`src/sv/bdq_pkg.sv`:
```
// shared constants for the bounded deque with search
// operation and status codes, fixed field widths, default capacity
`timescale 1ns / 1ps

package bdq_pkg;

  // default ring depth
  localparam int CAPACITY_DEF = 64;

  // field widths
  localparam int OP_W  = 3;
  localparam int VAL_W = 32;
  localparam int ST_W  = 2;
  localparam int POS_W = 7;

  // operation codes
  localparam logic [OP_W-1:0] OP_PUSH_HEAD = 3'd0;
  localparam logic [OP_W-1:0] OP_PUSH_TAIL = 3'd1;
  localparam logic [OP_W-1:0] OP_DROP_HEAD = 3'd2;
  localparam logic [OP_W-1:0] OP_DROP_TAIL = 3'd3;
  localparam logic [OP_W-1:0] OP_REVERSE   = 3'd4;
  localparam logic [OP_W-1:0] OP_SEARCH    = 3'd5;

  // status codes
  localparam logic [ST_W-1:0] ST_OK       = 2'd0;
  localparam logic [ST_W-1:0] ST_EMPTY    = 2'd1;
  localparam logic [ST_W-1:0] ST_FULL     = 2'd2;
  localparam logic [ST_W-1:0] ST_NOTFOUND = 2'd3;

endpackage

```
`src/sv/bdq_ram.sv`:
```
// generic single write port, single read port ram with registered read
// no dependencies
`timescale 1ns / 1ps

module bdq_ram #(
  parameter int WIDTH = 32,
  parameter int DEPTH = 64
) (
  input  logic                     clk,
  input  logic                     we,
  input  logic [$clog2(DEPTH)-1:0] waddr,
  input  logic [WIDTH-1:0]         wdata,
  input  logic [$clog2(DEPTH)-1:0] raddr,
  output logic [WIDTH-1:0]         rdata
);

  logic [WIDTH-1:0] mem [DEPTH];

  // write port and registered read port
  always_ff @(posedge clk) begin
    if (we) begin
      mem[waddr] <= wdata;
    end
    rdata <= mem[raddr];
  end

endmodule

```
`src/sv/bdq_ctrl.sv`:
```
// deque control: ring pointers, count, order flag, search sequencer
// depends on bdq_pkg; drives the element ram
`timescale 1ns / 1ps

module bdq_ctrl
  import bdq_pkg::*;
#(
  parameter int CAPACITY = CAPACITY_DEF
) (
  input  logic                        clk,
  input  logic                        rst_n,
  input  logic                        start,
  output logic                        busy,
  input  logic [OP_W-1:0]             in_operation,
  input  logic signed [VAL_W-1:0]     in_value,
  output logic                        out_valid,
  output logic [ST_W-1:0]             out_status,
  output logic [POS_W-1:0]            out_position,
  output logic [POS_W-1:0]            out_occupancy,
  output logic                        mem_we,
  output logic [$clog2(CAPACITY)-1:0] mem_waddr,
  output logic [VAL_W-1:0]            mem_wdata,
  output logic [$clog2(CAPACITY)-1:0] mem_raddr,
  input  logic [VAL_W-1:0]            mem_rdata
);

  localparam int IDX_W = $clog2(CAPACITY);
  localparam int CNT_W = $clog2(CAPACITY + 1);

  typedef enum logic {S_IDLE, S_SCAN} state_t;

  // ring arithmetic modulo the capacity
  function automatic logic [IDX_W-1:0] ring_add(input logic [IDX_W-1:0] a,
                                                 input logic [CNT_W-1:0] b);
    logic [CNT_W:0] s;
    s = (CNT_W+1)'(a) + (CNT_W+1)'(b);
    if (s >= (CNT_W+1)'(CAPACITY)) begin
      s = s - (CNT_W+1)'(CAPACITY);
    end
    return IDX_W'(s);
  endfunction

  function automatic logic [IDX_W-1:0] ring_inc(input logic [IDX_W-1:0] a);
    return (a == IDX_W'(CAPACITY - 1)) ? '0 : a + 1'b1;
  endfunction

  function automatic logic [IDX_W-1:0] ring_dec(input logic [IDX_W-1:0] a);
    return (a == '0) ? IDX_W'(CAPACITY - 1) : a - 1'b1;
  endfunction

  state_t             state_r, state_nxt;
  logic [IDX_W-1:0]   front_r, front_nxt;
  logic [CNT_W-1:0]   count_r, count_nxt;
  logic               rev_r, rev_nxt;
  logic [VAL_W-1:0]   key_r, key_nxt;
  logic [IDX_W-1:0]   ptr_r, ptr_nxt;
  logic [CNT_W-1:0]   iss_r, iss_nxt;
  logic               rd_vld_r, rd_vld_nxt;
  logic [CNT_W-1:0]   rd_pos_r, rd_pos_nxt;
  logic               out_valid_r, out_valid_nxt;
  logic [ST_W-1:0]    out_status_r, out_status_nxt;
  logic [CNT_W-1:0]   out_pos_r, out_pos_nxt;
  logic [CNT_W-1:0]   out_occ_r, out_occ_nxt;

  logic             accept;
  logic             is_empty;
  logic             is_full;
  logic             low_side;
  logic             issue;
  logic             hit;
  logic             last_beat;
  logic [IDX_W-1:0] high_slot;
  logic [IDX_W-1:0] last_slot;

  assign accept    = start && (state_r == S_IDLE);
  assign is_empty  = (count_r == '0);
  assign is_full   = (count_r == CNT_W'(CAPACITY));
  assign high_slot = ring_add(front_r, count_r);
  assign last_slot = ring_add(front_r, count_r - 1'b1);
  assign issue     = (state_r == S_SCAN) && (iss_r < count_r);
  assign hit       = rd_vld_r && (mem_rdata == key_r);
  assign last_beat = rd_vld_r && (rd_pos_r == count_r);

  // low side of the ring is the head in normal order, the tail when reversed
  always_comb begin
    if (in_operation == OP_PUSH_HEAD || in_operation == OP_PUSH_TAIL) begin
      low_side = (in_operation == OP_PUSH_HEAD) != rev_r;
    end else begin
      low_side = (in_operation == OP_DROP_HEAD) != rev_r;
    end
  end

  // ram write for an accepted push
  assign mem_we    = accept && !is_full &&
                     (in_operation == OP_PUSH_HEAD || in_operation == OP_PUSH_TAIL);
  assign mem_waddr = low_side ? ring_dec(front_r) : high_slot;
  assign mem_wdata = in_value;
  assign mem_raddr = ptr_r;

  // next state
  always_comb begin
    state_nxt      = state_r;
    front_nxt      = front_r;
    count_nxt      = count_r;
    rev_nxt        = rev_r;
    key_nxt        = key_r;
    ptr_nxt        = ptr_r;
    iss_nxt        = iss_r;
    rd_vld_nxt     = 1'b0;
    rd_pos_nxt     = rd_pos_r;
    out_valid_nxt  = 1'b0;
    out_status_nxt = out_status_r;
    out_pos_nxt    = out_pos_r;
    out_occ_nxt    = out_occ_r;

    unique case (state_r)
      S_IDLE: begin
        if (accept) begin
          out_valid_nxt  = 1'b1;
          out_status_nxt = ST_OK;
          out_pos_nxt    = '0;
          priority if (in_operation == OP_PUSH_HEAD || in_operation == OP_PUSH_TAIL) begin
            if (is_full) begin
              out_status_nxt = ST_FULL;
            end else begin
              count_nxt = count_r + 1'b1;
              if (low_side) begin
                front_nxt = ring_dec(front_r);
              end
            end
          end else if (in_operation == OP_DROP_HEAD || in_operation == OP_DROP_TAIL) begin
            if (is_empty) begin
              out_status_nxt = ST_EMPTY;
            end else begin
              count_nxt = count_r - 1'b1;
              if (low_side) begin
                front_nxt = ring_inc(front_r);
              end
            end
          end else if (in_operation == OP_REVERSE) begin
            rev_nxt = !rev_r;
          end else if (in_operation == OP_SEARCH) begin
            if (is_empty) begin
              out_status_nxt = ST_EMPTY;
            end else begin
              // scan from the logical head; result comes from the scan
              out_valid_nxt = 1'b0;
              state_nxt     = S_SCAN;
              key_nxt       = in_value;
              ptr_nxt       = rev_r ? last_slot : front_r;
              iss_nxt       = '0;
            end
          end else begin
            // unused codes leave everything as is
          end
          out_occ_nxt = count_nxt;
        end
      end
      S_SCAN: begin
        if (hit || last_beat) begin
          state_nxt      = S_IDLE;
          out_valid_nxt  = 1'b1;
          out_status_nxt = hit ? ST_OK : ST_NOTFOUND;
          out_pos_nxt    = hit ? rd_pos_r : '0;
          out_occ_nxt    = count_r;
        end else if (issue) begin
          // one ram read per cycle, stepping in logical order
          rd_vld_nxt = 1'b1;
          rd_pos_nxt = iss_r + 1'b1;
          iss_nxt    = iss_r + 1'b1;
          ptr_nxt    = rev_r ? ring_dec(ptr_r) : ring_inc(ptr_r);
        end
      end
      default: begin
        state_nxt = S_IDLE;
      end
    endcase
  end

  // state and registered outputs
  always_ff @(posedge clk) begin
    if (!rst_n) begin
      state_r     <= S_IDLE;
      front_r     <= '0;
      count_r     <= '0;
      rev_r       <= 1'b0;
      rd_vld_r    <= 1'b0;
      out_valid_r <= 1'b0;
    end else begin
      state_r      <= state_nxt;
      front_r      <= front_nxt;
      count_r      <= count_nxt;
      rev_r        <= rev_nxt;
      key_r        <= key_nxt;
      ptr_r        <= ptr_nxt;
      iss_r        <= iss_nxt;
      rd_vld_r     <= rd_vld_nxt;
      rd_pos_r     <= rd_pos_nxt;
      out_valid_r  <= out_valid_nxt;
      out_status_r <= out_status_nxt;
      out_pos_r    <= out_pos_nxt;
      out_occ_r    <= out_occ_nxt;
    end
  end

  assign busy          = (state_r == S_SCAN);
  assign out_valid     = out_valid_r;
  assign out_status    = out_status_r;
  assign out_position  = POS_W'(out_pos_r);
  assign out_occupancy = POS_W'(out_occ_r);

endmodule

```
`src/sv/bounded_deque_with_search.sv`:
```
// bounded deque of signed 32-bit values with linear search over a ring ram
// out_valid follows start in the next cycle for push, drop, reverse and unused
// codes, and a new beat may follow in the next cycle; a search of n elements makes
// up to one ram read per element, with busy high until its result
// reset (synchronous, rst_n low) empties the deque and restores normal order
// results are strobed for one cycle and cannot be stalled
`timescale 1ns / 1ps

module bounded_deque_with_search
  import bdq_pkg::*;
#(
  parameter int CAPACITY = CAPACITY_DEF
) (
  input  logic                    clk,
  input  logic                    rst_n,
  input  logic                    start,
  output logic                    busy,
  input  logic [OP_W-1:0]         in_operation,
  input  logic signed [VAL_W-1:0] in_value,
  output logic                    out_valid,
  output logic [ST_W-1:0]         out_status,
  output logic [POS_W-1:0]        out_position,
  output logic [POS_W-1:0]        out_occupancy
);

  localparam int IDX_W = $clog2(CAPACITY);

  logic             mem_we;
  logic [IDX_W-1:0] mem_waddr;
  logic [VAL_W-1:0] mem_wdata;
  logic [IDX_W-1:0] mem_raddr;
  logic [VAL_W-1:0] mem_rdata;

  // control and search sequencer
  bdq_ctrl #(
    .CAPACITY(CAPACITY)
  ) u_ctrl (
    .clk          (clk),
    .rst_n        (rst_n),
    .start        (start),
    .busy         (busy),
    .in_operation (in_operation),
    .in_value     (in_value),
    .out_valid    (out_valid),
    .out_status   (out_status),
    .out_position (out_position),
    .out_occupancy(out_occupancy),
    .mem_we       (mem_we),
    .mem_waddr    (mem_waddr),
    .mem_wdata    (mem_wdata),
    .mem_raddr    (mem_raddr),
    .mem_rdata    (mem_rdata)
  );

  // element store
  bdq_ram #(
    .WIDTH(VAL_W),
    .DEPTH(CAPACITY)
  ) u_ram (
    .clk  (clk),
    .we   (mem_we),
    .waddr(mem_waddr),
    .wdata(mem_wdata),
    .raddr(mem_raddr),
    .rdata(mem_rdata)
  );

endmodule

```
`config.mk`:
```
export PLATFORM = sky130hd
export DESIGN_NAME = bounded_deque_with_search
export DESIGN_NICKNAME = d
export VERILOG_FILES = /design/src/sv/bdq_pkg.sv /design/src/sv/bdq_ram.sv /design/src/sv/bdq_ctrl.sv /design/src/sv/bounded_deque_with_search.sv
export SDC_FILE = /design/constraint.sdc
export NUM_CORES = 2
export LEC_CHECK = 0
export BUFFER_PORTS_ARGS = -buffer_cell sky130_fd_sc_hd__buf_4
export CAP_MARGIN = 20
export CORE_MARGIN = 4
export CORE_UTILIZATION = 49
export CTS_CLUSTER_DIAMETER = 80
export CTS_CLUSTER_SIZE = 30
export DETAILED_ROUTE_END_ITERATION = 8
export GPL_TIMING_DRIVEN = 0
export HOLD_SLACK_MARGIN = 0.05
export SYNTH_ARGS = -nofsm -noshare
export SYNTH_HDL_FRONTEND = slang
export SYNTH_SLANG_ARGS = --single-unit
```
`constraint.sdc`:
```
create_clock -name clk -period 6.5 [get_ports clk]
set_clock_uncertainty 0.1 [all_clocks]
set_input_delay 1.3 -clock clk [delete_from_list [all_inputs] [get_ports clk]]
set_output_delay 1.3 -clock clk [all_outputs]
set_load 0.01 [all_outputs]
```
After elaboration in Yosys (flattened, before gate mapping)
Memory sizes are Yosys's and may differ from the RTL's. A register that Yosys moved wholly into a read port is not among the register bits.
Index checks and enable logic that the tools add are counted.

cells by class
  $add $sub $neg = 11
  multiply operators = 0
  divide/modulo/power cells = 0
  $lt $le $gt $ge = 3
  equal/unequal tests = 23
  shift operators = 0
  muxes and demuxes = 74
  bitwise gates (word level) = 7
  reductions and logical operators = 24

operators by type and width
  operator             count
  $mux 6               23
  $mux 7               17
  $pmux 7 s2           3
  $eq 32x32->1         1
  $sub 6x1->6 const B  4
  $ne 2x2->1 const B   10
  $mux 1               19
  $add 6x7->8          2
  $ge 8x7->1 const B   2
  $mux 2               8
  $add 7x1->7 const B  2
  $add 6x1->6 const B  2
  $eq 6x6->1 const B   2
  $logic_not 6->1      2
  $pmux 6 s2           1
  $reduce_and 9->1     1
  $reduce_and 8->1     1
  $eq 7x7->1           1
  $eq 7x7->1 const B   1
  $logic_not 7->1      1
  $lt 7x7->1           1
  $not 1->1            7
  $sub 7x1->7 const B  1
  $eq 3x2->1 const B   2
  other kinds (17)     28

word-level totals
  flip-flop bits (word level) = 85
  latch bits = 0
  RAM bits = 2048
  ROM bits = 0
  input port bits = 38
  output and inout bits = 18
  word-level logic and storage cells = 156
  memories kept = 1

memories
  memory     words  bits a word  read ports  clocked after Yosys merged registers in  write ports  RTL line       text
  u_ram.mem  64     32           1           1                                        1            bdq_ram.sv:17  logic [WIDTH-1:0] mem [DEPTH];

Depth between registers and ports, before layout
  word-level depth = 12
  depth in mapped cells = 12
  depth with buffers taken out = 10

By module
Synthesis repeated with hierarchy kept, for this count alone.

unflattened totals
  cell total of the unflattened synthesis = 4063
  area, all modules = 84488.5 sq um

by module, submodules not included
  module    instances  cells each  area an instance (sq um)  sequential area each (sq um)
  bdq_ram   1          3504        78930.7                   62139.6
  bdq_ctrl  1          559         5557.8                    2382.3

Least setup slack after synthesis
Ideal clock, no wire load.

  kind = input to register
  from = input in_operation[0]
  to = memory u_ram.mem[29][0], enable pin
  library setup time = 0.421 ns
  arrival time = 3.937 ns
  data required time = 5.979 ns
  setup slack = 2.042 ns
  cell stages on the path = 8
  path buffers = 2
  path through = nor2_1 xnor2_1 buf_2 nor2_1 a21o_1 or3_1 buf_2 nor2_1

between the ends
  word-level cells in the longest chain between the ends = 5
  elaborated cells between the ends (all ways) = 11
  classes of those cells = eq/ne (4); mux (4); reduce/logical (3)

ends and longest elaborated chain
  item                                                  RTL line                                        text
  start: declaration                                    bounded_deque_with_search.sv:18                 input logic [OP_W-1:0] in_operation,
  $eq 3x1->1 / $logic_not 3->1 (equally long branches)  bdq_ctrl.sv:86, bdq_ctrl.sv:95, bdq_ctrl.sv:87
  $logic_or 1x1->1                                      bdq_ctrl.sv:86, bdq_ctrl.sv:95
  $logic_and 1x1->1                                     bdq_ctrl.sv:94                                  assign mem_we = accept && !is_full &&
  $mux 1                                                bdq_ram.sv:21                                   if (we) begin
  $mux 1 (implied by the code)                          bdq_ram.sv:22                                   mem[waddr] <= wdata;
  end: declaration                                      bdq_ram.sv:17

Several ways; a longest one is shown, not always the timed one.

==> results.yml <==
run_status:
  outcome: "completed"
clocking:
  postCtsSetupBuffers: 0
  clock-sinks: 2165
  hold_buffers: 0
  numCtsBuffers: 108
  cts_tree: "built"
  clockBufferDepth: 3
  clock_latency_ps: 780
  htreeDepth: 3
  cts.reportedPaths.clkPinSlew_ps: 110
  cts_resized: 0
  cts-root-buf: "clkbuf_16"
flow_run:
  drv_cap: 0
drt:
  routed-via-count: 46700
  finalWirelength_um: 291000
  drc_errors: 0
  wl_per_cell_um: 43.8
  drtIter0Drc: 8692
  first_pass_iters: 8
  viasPerCell: 7.02
  ant_nets: 0
synthesis:
  synth_top_area_share_pct: 75.6
  synth_seq_cells: 2165
  synth_async_sr_flop_share_pct: 0
  syn_avg_cell_area_um2: 20.9
  synth_top_cell_by_area: "edfxtp_1"
  synth_fp_nets: 4083
  synth_flop_cell: "edfxtp_1"
  ys_types: 76
  syn_area_um2: 84000
  yosysSeqAreaShare_pct: 76.8
  syn_inst: 4016
  ys_warn_count: 0
  yosys-top-cells-area: "edfxtp_1 (76%), mux4_2 (12%), mux2i_1 (2.0%)"
  synth_edf_count: 2116
final_layout:
  fillers: 12700
  area_growth_pct: 12.7
  nets: 4398
  drive_gt1_share_pct: 24.1
  final_cell_mix: "edfxtp_1 (2,116), mux4_2 (446), mux2i_1 (167), clkbuf_16 (110), a21oi_1 (104)"
  layout_commonest_cell: "edfxtp_1"
  multi_input_area_um2: 18600
  register_area_um2: 64500
grt:
  overflow: 0
  grt_busiest_layer: "met2"
  grtUsageTotal_pct: 32.4
  use_met1_pct: 45.1
  met2_usage_pct: 48.3
  grt_max_degree: 66
  gr-usage-met3_pct: 8.92
  grt_pass1_vias: 44200
  antenna_found_initial: 16
  grt_pass1_wl_um: 390000
worst_setup_path:
  critPathTopFamily: "buffers and inverters"
  arrival_ps: 6350
  cpPeakStageDelay_ps: 1180
  cp_max_fo: 10
  start_kind: "flip-flop"
  endpoint_kind: "flip-flop"
  worst-setup-path-type: "reg2reg"
  cp_common_cell: "clkbuf_1"
  slowest_stage: "clkinv_1"
  critPathRequiredTime_ps: 7030
  crit_chain: "clkbuf_1 > clkinv_1 > nand2_1 > clkbuf_1 > o21ai_0 > a211oi_1"
  crit_buf_inv: 3
  r2r_slack_ps: 680
sta:
  hold_viol: 0
  post-route-min-period_ps: 5820
  slew_headroom_pct: 12.1
  final-setup-viol-count: 0
  drv_slew: 0
  worst_pin_slew_ps: 1320
  fin_crit_sh_pct: 89.6
  rsz0062_at_grt: "no"
  timing.fmax_mhz: 172
  tns_ps: 0
placement:
  place_hpwl_um: 195000
  portBuffers: 54
  globalplace.congestion: 0.888
floorplan:
  ioPinCount: 56
  start_util_pct: 49.5
  rows: 151
  die_width_um: 422
  die_h_um: 422
  core_area_um2: 170000
  dieArea_um2: 178000
pwr:
  p_int_mw: 19.1
  p_sw_mw: 5.65
  p_sw_share_pct: 22.8
  seqPwrFrac_pct: 62.1
  power_density_nw_per_um2: 262
  power_mw: 24.8
  leakage_nw: 29.6
  clkPwrFrac_pct: 34.1
  peakVddDrop_mv: 0.211
  combPwrFrac_pct: 3.8
worst_hold_path:
  hold_class: "reg2reg"
## per-layer routing
metal | vias to the layer above | part of all wire, %
met4 | 8 | 5.8
met1 | 24800 | 37
met3 | 722 | 13
met2 | 3756 | 44
li1 | 17400 | -
met5 | - | 0.020
## final cells by class
class	instances	area share [%]
tap	2218	2.93
antenna	14	0.0370
clock buffer	122	3.01
sequential	2165	68.2
buffer	223	1.40
clock inverter	74	1.00
timing repair buffer	205	3.73
multi-input combinational	1606	19.6
inverter	22	0.0872
## flip-flops by register name, summed over array words and instances (netlist names)
name and flops:
u_ctrl.rd_vld_r 1, u_ctrl.rev_r 1, u_ram.mem 2048, u_ctrl.count_r 7, u_ctrl.front_r 6, u_ctrl.out_status 2
u_ctrl.rd_pos_r 7, u_ctrl.out_position 7, u_ram.rdata 32, u_ctrl.iss_r 7, u_ctrl.out_valid 1, u_ctrl.out_occupancy 7
u_ctrl.mem_raddr 6, u_ctrl.busy 1, u_ctrl.key_r 32
## logic make-up (layout without fill, tap and decap cells)
family	after synthesis	after routing	share of synthesized area [%]
DFF	2165	2165	76.8
muxes	622	622	14.1
AOI/OAI and AO/OA	477	477	4.00
buffers and inverters	245	646	1.67
adders and majority gates	29	29	0.450
xor gates and xnor gates	69	69	0.719
other	0	14	0
and+or+nand+nor	409	409	2.29
## final timing paths
| kind | startpoint | end | depth (start not counted) |
|---|---|---|---|
| worst min-delay path | u_ctrl.rd_pos_r[5]$_DFFE_PP_ | u_ctrl.out_position[5]$_SDFFCE_PN0P_ | 1 |
| worst min register to register | u_ctrl.rd_pos_r[5]$_DFFE_PP_ | u_ctrl.out_position[5]$_SDFFCE_PN0P_ | 1 |
| worst max-delay path | u_ctrl.mem_raddr[5]$_DFFE_PP_ | u_ram.rdata[20]$_DFF_P_ | 6 |
| worst max register to register | u_ctrl.mem_raddr[5]$_DFFE_PP_ | u_ram.rdata[20]$_DFF_P_ | 6 |
## synthesized netlist by cell type (4+ instances only)
master	number
edfxtp_1	2116
mux4_2	446
mux2i_1	167
nor2_1	136
a21oi_1	105
nand2_1	102
a22oi_1	101
clkbuf_1	87
buf_2	61
o221ai_1	55
xnor2_1	53
o21ai_0	52
dfxtp_1	49
nor3_1	35
buf_6	30
nand3_1	30
and2_1	28
buf_4	28
ha_1	27
a211oi_1	26
a221oi_1	24
o22ai_1	21
inv_1	20
xor2_1	16
a211o_1	13
a22o_1	13
nor2b_1	13
buf_1	11
a21o_1	10
a31oi_1	10
and3_1	10
nand4_1	10
mux2_2	9
nor4_1	9
or3_1	9
buf_8	5
or2_2	5
a2111oi_0	4
a32oi_1	4
nand2b_1	4
o31ai_1	4
## power groups by stage
stage / clock network (mW) / logic [mW] / registers [mW]
after floorplan: 0 / 0.384 / 15.7
after global placement: 0 / 0.850 / 15.7
after detailed placement: 0 / 0.922 / 15.7
after CTS: 8.49 / 0.927 / 15.4
after global routing: 9.02 / 0.980 / 15.4
final: 8.44 / 0.952 / 15.4
## metrics by stage
step / worst slack, ps / hold slack (ps) / std cells / util [%] / cell area (um2)
after floorplan: 2040 / 398 / 4016 / - / 84000
after global placement: -1690 / 469 / 6288 / 51.3 / 87200
after detailed placement: 1300 / 472 / 6437 / 53.5 / 90800
after CTS: 1300 / 496 / 6633 / 55.7 / 94600
after global routing: 1090 / 528 / 6638 / 55.7 / 94600
final: 678 / 489 / 6649 / 55.7 / 94700
(Power assumes the default switching activity.)
